[src/hdl/record_sort_by_key_macros.svh]
// Assertion macros shared by the record sort RTL files.
`ifndef RECORD_SORT_BY_KEY_MACROS_SVH
`define RECORD_SORT_BY_KEY_MACROS_SVH

// The consequent must hold in the same cycle as the antecedent.
`define RSBK_ASSERT_SAME(label, ante, cons, msg) \
    label: assert property (@(posedge clk) disable iff (!rst_n) (ante) |-> (cons)) \
        else $error(msg);

// The consequent must hold in the cycle after the antecedent.
`define RSBK_ASSERT_NEXT(label, ante, cons, msg) \
    label: assert property (@(posedge clk) disable iff (!rst_n) (ante) |=> (cons)) \
        else $error(msg);

`endif

[src/hdl/rsbk_pkg.sv]
// Shared types for the record sort block.
`timescale 1ns / 1ps

package rsbk_pkg;

    // One stored record: sort key and the tag that travels with it.
    typedef struct packed {
        logic [15:0] key;
        logic [15:0] tag;
    } rec_t;

    // Controls from the sequencer to the compare and carry unit.
    typedef struct packed {
        logic load;
        logic step;
    } carry_ctl_t;

endpackage

[src/hdl/rsbk_store.sv]
// Record memory: one write port and one read port with registered read data.
`timescale 1ns / 1ps

module rsbk_store #(
    parameter int DEPTH  = 64,
    parameter int ADDR_W = $clog2(DEPTH)
) (
    input  logic              clk,
    input  logic              we,
    input  logic [ADDR_W-1:0] waddr,
    input  rsbk_pkg::rec_t    wdata,
    input  logic [ADDR_W-1:0] raddr,
    output rsbk_pkg::rec_t    rdata
);
    import rsbk_pkg::*;

    rec_t mem [DEPTH];
    rec_t rdata_reg;

    // Write and registered read share one clocked block.
    always_ff @(posedge clk)
    begin
        if (we)
        begin
            mem[waddr] <= wdata;
        end
        rdata_reg <= mem[raddr];
    end

    assign rdata = rdata_reg;

endmodule

[src/hdl/rsbk_carry_unit.sv]
// Shared compare unit holding the record carried along one bubble pass.
`timescale 1ns / 1ps

module rsbk_carry_unit (
    input  logic                 clk,
    input  rsbk_pkg::carry_ctl_t ctl,
    input  rsbk_pkg::rec_t       rd_rec,
    output rsbk_pkg::rec_t       carry_rec,
    output rsbk_pkg::rec_t       wr_rec
);
    import rsbk_pkg::*;

    rec_t carry_reg;
    rec_t carry_next;
    logic swap;

    // Swap only on a strictly greater key, so equal keys keep arrival order.
    always_comb
    begin
        swap       = (carry_reg.key > rd_rec.key);
        carry_next = carry_reg;
        wr_rec     = carry_reg;
        if (ctl.load)
        begin
            carry_next = rd_rec;
        end
        else if (ctl.step)
        begin
            if (swap)
            begin
                wr_rec = rd_rec;
            end
            else
            begin
                carry_next = rd_rec;
            end
        end
    end

    // The carried record is payload and needs no reset.
    always_ff @(posedge clk)
    begin
        carry_reg <= carry_next;
    end

    assign carry_rec = carry_reg;

endmodule

[src/hdl/record_sort_by_key.sv]
// Top level of the record sort block: sequencer, memory and compare unit.
//
//  Channel | Dir | Handshake                | Words
//  input   | in  | start high, busy low     | record_duration, record_tag, last_record
//  result  | out | result_valid, one cycle  | sorted_duration, sorted_tag, last_out, overflowed
//
// A record without the last mark is taken in the idle state; busy stays low.
// After the last record of n held records, the block runs n-1 bubble passes,
// each paced by the single read and write port of the record memory and the one
// comparator; the n sorted records are then read out in order.
// Reset clears the sequencer, the count and the overflow flag; memory is not cleared.
// Results cannot be stalled: each word is valid for exactly one cycle.
`timescale 1ns / 1ps
`include "record_sort_by_key_macros.svh"

module record_sort_by_key #(
    parameter int MAX_RECORDS = 64
) (
    input  logic        clk,
    input  logic        rst_n,
    input  logic        start,
    output logic        busy,
    input  logic [15:0] record_duration,
    input  logic [15:0] record_tag,
    input  logic        last_record,
    output logic        result_valid,
    output logic [15:0] sorted_duration,
    output logic [15:0] sorted_tag,
    output logic        last_out,
    output logic        overflowed
);
    import rsbk_pkg::*;

    localparam int CNT_W  = $clog2(MAX_RECORDS + 1);
    localparam int ADDR_W = $clog2(MAX_RECORDS);
    localparam logic [CNT_W-1:0] MAX_CNT = CNT_W'(MAX_RECORDS);

    typedef enum logic [5:0] {
        S_IDLE  = 6'b000001,
        S_PRIME = 6'b000010,
        S_LOAD  = 6'b000100,
        S_SCAN  = 6'b001000,
        S_FLUSH = 6'b010000,
        S_OUT   = 6'b100000
    } state_t;

    state_t            state_reg, state_next;
    logic [CNT_W-1:0]  count_reg, count_next;
    logic              ovf_reg, ovf_next;
    logic [ADDR_W-1:0] pos_reg, pos_next;
    logic [ADDR_W-1:0] end_reg, end_next;
    logic [ADDR_W-1:0] optr_reg, optr_next;
    logic              pend_reg, pend_next;
    logic              olast_reg, olast_next;
    logic              oovf_reg, oovf_next;

    logic              mem_we;
    logic [ADDR_W-1:0] mem_waddr;
    rec_t              mem_wdata;
    logic [ADDR_W-1:0] mem_raddr;
    rec_t              mem_rdata;
    rec_t              in_rec;
    rec_t              carry_rec;
    rec_t              unit_wr_rec;
    carry_ctl_t        ctl;

    assign in_rec.key = record_duration;
    assign in_rec.tag = record_tag;

    rsbk_store #(
        .DEPTH  (MAX_RECORDS),
        .ADDR_W (ADDR_W)
    ) u_store (
        .clk   (clk),
        .we    (mem_we),
        .waddr (mem_waddr),
        .wdata (mem_wdata),
        .raddr (mem_raddr),
        .rdata (mem_rdata)
    );

    rsbk_carry_unit u_carry (
        .clk       (clk),
        .ctl       (ctl),
        .rd_rec    (mem_rdata),
        .carry_rec (carry_rec),
        .wr_rec    (unit_wr_rec)
    );

    // Sequencer: store records, run the bubble passes, then read out in order.
    always_comb
    begin
        state_next = state_reg;
        count_next = count_reg;
        ovf_next   = ovf_reg;
        pos_next   = pos_reg;
        end_next   = end_reg;
        optr_next  = optr_reg;
        pend_next  = 1'b0;
        olast_next = 1'b0;
        oovf_next  = ovf_reg;
        mem_we     = 1'b0;
        mem_waddr  = count_reg[ADDR_W-1:0];
        mem_wdata  = in_rec;
        mem_raddr  = optr_reg;
        ctl        = '0;

        unique case (state_reg)
            S_IDLE:
            begin
                if (start)
                begin
                    if (count_reg < MAX_CNT)
                    begin
                        mem_we     = 1'b1;
                        count_next = count_reg + CNT_W'(1);
                    end
                    else
                    begin
                        ovf_next = 1'b1;
                    end
                    if (last_record)
                    begin
                        pos_next  = '0;
                        optr_next = '0;
                        if (count_next >= CNT_W'(2))
                        begin
                            end_next   = ADDR_W'(count_next - CNT_W'(1));
                            state_next = S_PRIME;
                        end
                        else
                        begin
                            state_next = S_OUT;
                        end
                    end
                end
            end
            S_PRIME:
            begin
                mem_raddr  = '0;
                state_next = S_LOAD;
            end
            S_LOAD:
            begin
                mem_raddr  = ADDR_W'(1);
                ctl.load   = 1'b1;
                pos_next   = '0;
                state_next = S_SCAN;
            end
            S_SCAN:
            begin
                mem_raddr = pos_reg + ADDR_W'(2);
                ctl.step  = 1'b1;
                mem_we    = 1'b1;
                mem_waddr = pos_reg;
                mem_wdata = unit_wr_rec;
                if (pos_reg == end_reg - ADDR_W'(1))
                begin
                    state_next = S_FLUSH;
                end
                else
                begin
                    pos_next = pos_reg + ADDR_W'(1);
                end
            end
            S_FLUSH:
            begin
                mem_we    = 1'b1;
                mem_waddr = end_reg;
                mem_wdata = carry_rec;
                end_next  = end_reg - ADDR_W'(1);
                if (end_reg == ADDR_W'(1))
                begin
                    optr_next  = '0;
                    state_next = S_OUT;
                end
                else
                begin
                    state_next = S_PRIME;
                end
            end
            S_OUT:
            begin
                mem_raddr  = optr_reg;
                pend_next  = 1'b1;
                olast_next = (CNT_W'(optr_reg) == count_reg - CNT_W'(1));
                if (olast_next)
                begin
                    count_next = '0;
                    ovf_next   = 1'b0;
                    state_next = S_IDLE;
                end
                else
                begin
                    optr_next = optr_reg + ADDR_W'(1);
                end
            end
            default:
            begin
                state_next = S_IDLE;
            end
        endcase
    end

    // Control and status registers.
    always_ff @(posedge clk or negedge rst_n)
    begin
        if (!rst_n)
        begin
            state_reg <= S_IDLE;
            count_reg <= '0;
            ovf_reg   <= 1'b0;
            pos_reg   <= '0;
            end_reg   <= '0;
            optr_reg  <= '0;
            pend_reg  <= 1'b0;
            olast_reg <= 1'b0;
            oovf_reg  <= 1'b0;
        end
        else
        begin
            state_reg <= state_next;
            count_reg <= count_next;
            ovf_reg   <= ovf_next;
            pos_reg   <= pos_next;
            end_reg   <= end_next;
            optr_reg  <= optr_next;
            pend_reg  <= pend_next;
            olast_reg <= olast_next;
            oovf_reg  <= oovf_next;
        end
    end

    // The result word comes straight from the registered memory read.
    assign busy            = (state_reg != S_IDLE);
    assign result_valid    = pend_reg;
    assign sorted_duration = mem_rdata.key;
    assign sorted_tag      = mem_rdata.tag;
    assign last_out        = olast_reg;
    assign overflowed      = oovf_reg;

    // Checks on the sequencer.
    `RSBK_ASSERT_NEXT(a_out_strobes, state_reg == S_OUT, result_valid,
        "a read-out cycle was not followed by a result strobe")
    `RSBK_ASSERT_SAME(a_count_bound, 1'b1, count_reg <= MAX_CNT,
        "held record count exceeds the store capacity")
    `RSBK_ASSERT_SAME(a_scan_range, state_reg == S_SCAN, pos_reg < end_reg,
        "compare position ran past the end of the pass")
    `RSBK_ASSERT_SAME(a_last_clears, result_valid && last_out,
        state_reg == S_IDLE && count_reg == '0 && !ovf_reg,
        "batch state not cleared on the final result word")

endmodule

[config.mk]
export PLATFORM = sky130hd
export DESIGN_NAME = record_sort_by_key
export DESIGN_NICKNAME = d
export VERILOG_FILES = /design/src/hdl/rsbk_pkg.sv /design/src/hdl/rsbk_store.sv /design/src/hdl/rsbk_carry_unit.sv /design/src/hdl/record_sort_by_key.sv
export VERILOG_INCLUDE_DIRS = /design/src /design/src/hdl
export SDC_FILE = /design/constraint.sdc
export NUM_CORES = 2
export LEC_CHECK = 0
export BUFFER_PORTS_ARGS = -buffer_cell sky130_fd_sc_hd__buf_2
export CORE_MARGIN = 1
export CORE_UTILIZATION = 25
export CTS_CLUSTER_DIAMETER = 60
export DETAILED_ROUTE_END_ITERATION = 10
export HOLD_SLACK_MARGIN = 0.03
export SYNTH_ARGS = -nofsm -noshare
export SYNTH_HDL_FRONTEND = slang
export SYNTH_SLANG_ARGS = --single-unit
[constraint.sdc]
create_clock -name clk -period 4.5 [get_ports clk]
set_input_delay 0.675 -clock clk [delete_from_list [all_inputs] [get_ports clk]]
set_output_delay 0.675 -clock clk [all_outputs]
set_load 0.01 [all_outputs]
==> results_dict.tcl <==
set metrics [dict create \
    outcome "completed" \
    cts_max_level 4 \
    setup_viol 0 \
    end_kind "register" \
    grt_usage_pct 16.1 \
    synth-simple-area-share_pct 9.79 \
    synth-seq-cells 2147 \
    p_seq_share_pct 46.4 \
    cts_root_buffer "clkbuf_16" \
    ir_drop_mv 0.488 \
    via_count 53793 \
    crit_type "reg2reg" \
    cap_violations 0 \
    fin_ws_ps 146 \
    layout.nets 5871 \
    drive_gt1_share_pct 15.9 \
    largest_reg_flops 2048 \
    synth-compound-area-share_pct 6.68 \
    synth_nets 5592 \
    grt_overflow 0 \
    vias_per_cell 5.13 \
    die_y_um 583 \
    synth_top_family_by_area "simple AND/OR/NAND/NOR gates" \
    final_common_cell "edfxtp_1" \
    die_x_um 583 \
    routed_wl_um 281000 \
    grt_pass1_vias 51160 \
    crit_path_start_kind "register" \
    cts.clk_slew.worst_paths_ps 60 \
    grt_pass1_wl_um 392000 \
    power.internal_mw 35.5 \
    clk-insertion-delay-late_ps 880 \
    hold_class "in2reg" \
    ys.flop_type "edfxtp_1" \
    slew_viol_final 0 \
    min_period_over_period_pct 96.7 \
    yosys.area_share.adder_pct 0.370 \
    maxSlewHeadroom_pct 16.7 \
    layout_common_cells "edfxtp_1, nand2_1, nand3_1" \
    synth-async-reset-ratio_pct 1.63 \
    gp_congestion 0.858 \
    p_leak_nw 33.0 \
    area_delta_synth_final_pct 18.8 \
    dieArea_um2 340000 \
    power.density_nw_per_um2 502 \
    grt_max_degree 77 \
    coreArea_um2 336000 \
    drt.antenna.violating_nets 0 \
    sw_frac_of_total_pct 29.5 \
    rsz0062_at_grt "no" \
    netlist_instances 5531 \
    critPathRequiredTime_ps 4920 \
    fin_skew_ps 88.0 \
    synth-seq-area-share_pct 75.8 \
    cts_inserted_buffers 203 \
    syn_area_per_cell_um2 15.3 \
    dr.pass1.iters 6 \
    drtIter0Drc 7587 \
    drc 0 \
    core.rowCount 213 \
    start_util_pct 25.1 \
    synth-xor-area-share_pct 0.384 \
    yosysUniqueCellTypes 67 \
    max_freq_mhz 230 \
    grt_antenna_before_repair 12 \
    clockPowerShare_pct 33.6 \
    synth-edff-count 2080 \
    ys_warn_count 0 \
    p_comb_share_pct 20.0 \
    totalPowerFinal_mw 50.4 \
    dp.final_hpwl_um 160000 \
    clock_path_buffers 3 \
    syn-cell-area_um2 84400 \
    whs_ps 334 \
    synthMuxAreaShare_pct 5.01 \
    period_needed_ps 4350 \
    cts_tree "done" \
    routedWlPerCell_um 26.8 \
    port_buffers 71 \
    dpl_worst_slack_ps -53.2 \
    utilization_pct 29.8 \
    netSwitchingPower_mw 14.8 \
    boundaryPins 72 \
    clkSinkCount 2147 \
    crit_fanout 64 \
    worstPathArrival_ps 4780 \
    place_inst 10114 \
    hold_viol 0 \
    tightest_slew_ps 1250 \
    final_cells 10493 \
]
-- critical path, stage by stage, from the launching register on --
cell and delay (ps):
dfxtp_1 480, inv_1 100, ha_1 330, a21o_1 170, a21o_1 190, a21o_1 190
a21o_1 190, a211o_1 300, a221oi_1 350, buf_4 210, nor2_1 90, o21ai_4 170
buf_4 170, a21o_2 910
-- Yosys cell counts (4+ instances only) --
| master | number | area share [%] |
|---|---|---|
| o21ai_1 | 9 | 0.053 |
| xnor2_1 | 18 | 0.19 |
| o21ai_0 | 84 | 0.50 |
| or2_1 | 5 | 0.037 |
| a221o_1 | 4 | 0.047 |
| dfrtp_1 | 34 | 1.0 |
| ha_1 | 25 | 0.37 |
| mux2i_1 | 157 | 1.9 |
| a221oi_1 | 55 | 0.57 |
| nand3_1 | 360 | 2.1 |
| buf_6 | 10 | 0.13 |
| buf_4 | 17 | 0.15 |
| buf_1 | 40 | 0.18 |
| a21oi_1 | 59 | 0.35 |
| and2_1 | 6 | 0.044 |
| or4_1 | 9 | 0.080 |
| o211ai_1 | 35 | 0.31 |
| inv_1 | 29 | 0.13 |
| a22oi_1 | 11 | 0.098 |
| edfxtp_1 | 2080 | 74 |
| a311oi_1 | 25 | 0.26 |
| o2111ai_1 | 96 | 1.0 |
| and3_1 | 131 | 0.97 |
| and4_1 | 8 | 0.083 |
| nand2_1 | 1124 | 5.0 |
| buf_2 | 96 | 0.57 |
| or3_1 | 10 | 0.074 |
| clkbuf_1 | 193 | 0.86 |
| a211oi_1 | 111 | 0.99 |
| a32oi_1 | 46 | 0.48 |
| a31oi_1 | 144 | 1.1 |
| mux4_2 | 117 | 3.1 |
| nor3_1 | 18 | 0.11 |
| dfxtp_1 | 32 | 0.76 |
| a21o_1 | 43 | 0.38 |
| o22ai_1 | 10 | 0.074 |
| nand4_1 | 51 | 0.38 |
| nand2b_1 | 5 | 0.037 |
| nor2_1 | 125 | 0.56 |
| xor2_1 | 19 | 0.20 |
| a22o_1 | 33 | 0.34 |
-- through the flow --
step	instance area [um^2]	TNS (ps)
2_1_floorplan	84500	0
3_3_place_gp	93800	-41.9
3_5_place_dp	93800	-68.2
4_1_cts	100000	0
5_1_grt	100000	0
6_report	100000	0
-- power groups by stage --
stage	clock, mW	sequential, mW	combinational, mW
3_3_place_gp	0	23.8	9.78
5_1_grt	17.8	23.4	10.7
2_1_floorplan	0	23.5	5.91
6_report	16.9	23.4	10.1
4_1_cts	17.1	23.4	9.97
3_5_place_dp	0	23.8	9.90
-- logic make-up (layout without fill, tap and decap cells) --
logic type	after synthesis	in the layout
other	0	3
adder cells (fa/ha/maj)	25	25
buffers and inverters	385	829
AO/OA/AOI/OAI	780	780
flip-flops	2147	2147
multiplexers	276	276
XOR/XNOR	37	37
AND/OR/NAND/NOR	1881	1881
-- layer usage --
layer,global-route usage [%],share of wire (%)
met1,21.9,39
met2,25.0,45
met3,3.13,11
met4,6.59,4.5
met5,0,0.011
-- cell type report --
class | count | area [um^2]
fillers | 33205 | 236000
flip-flops and latches | 2147 | 64000
multi-input cells | 2999 | 19400
well taps | 4515 | 5650
clock buffers | 270 | 5470
repair buffers | 430 | 4650
clock inverters | 100 | 992
inverters | 29 | 109
diodes | 3 | 7.51
-- path summary, 6_finish.rpt --
| kind | to | from | depth (start not counted) | slack (ps) |
|---|---|---|---|---|
| setup / recovery | u_store.mem[45][10] | u_store.rdata[25] | 13 | 150 |
| hold / removal | count_reg[3] | start | 4 | 330 |
| setup reg to reg | u_store.mem[45][10] | u_store.rdata[25] | 13 | 150 |
| hold reg to reg | overflowed | oovf_next | 0 | 380 |
| max in group asynchronous | end_reg[3] | rst_n | 2 | 3420 |
| min in group asynchronous | end_reg[2] | rst_n | 2 | 530 |
-- timing repair --
item	in CTS	in global routing
pin swaps	1	2
hold endpoints to repair	34	0
resized for setup	1	3
hold buffers	1	0
setup endpoints to repair	2	9
buffers inserted	3	2
Note: power is estimated with default switching activity, not from simulation.
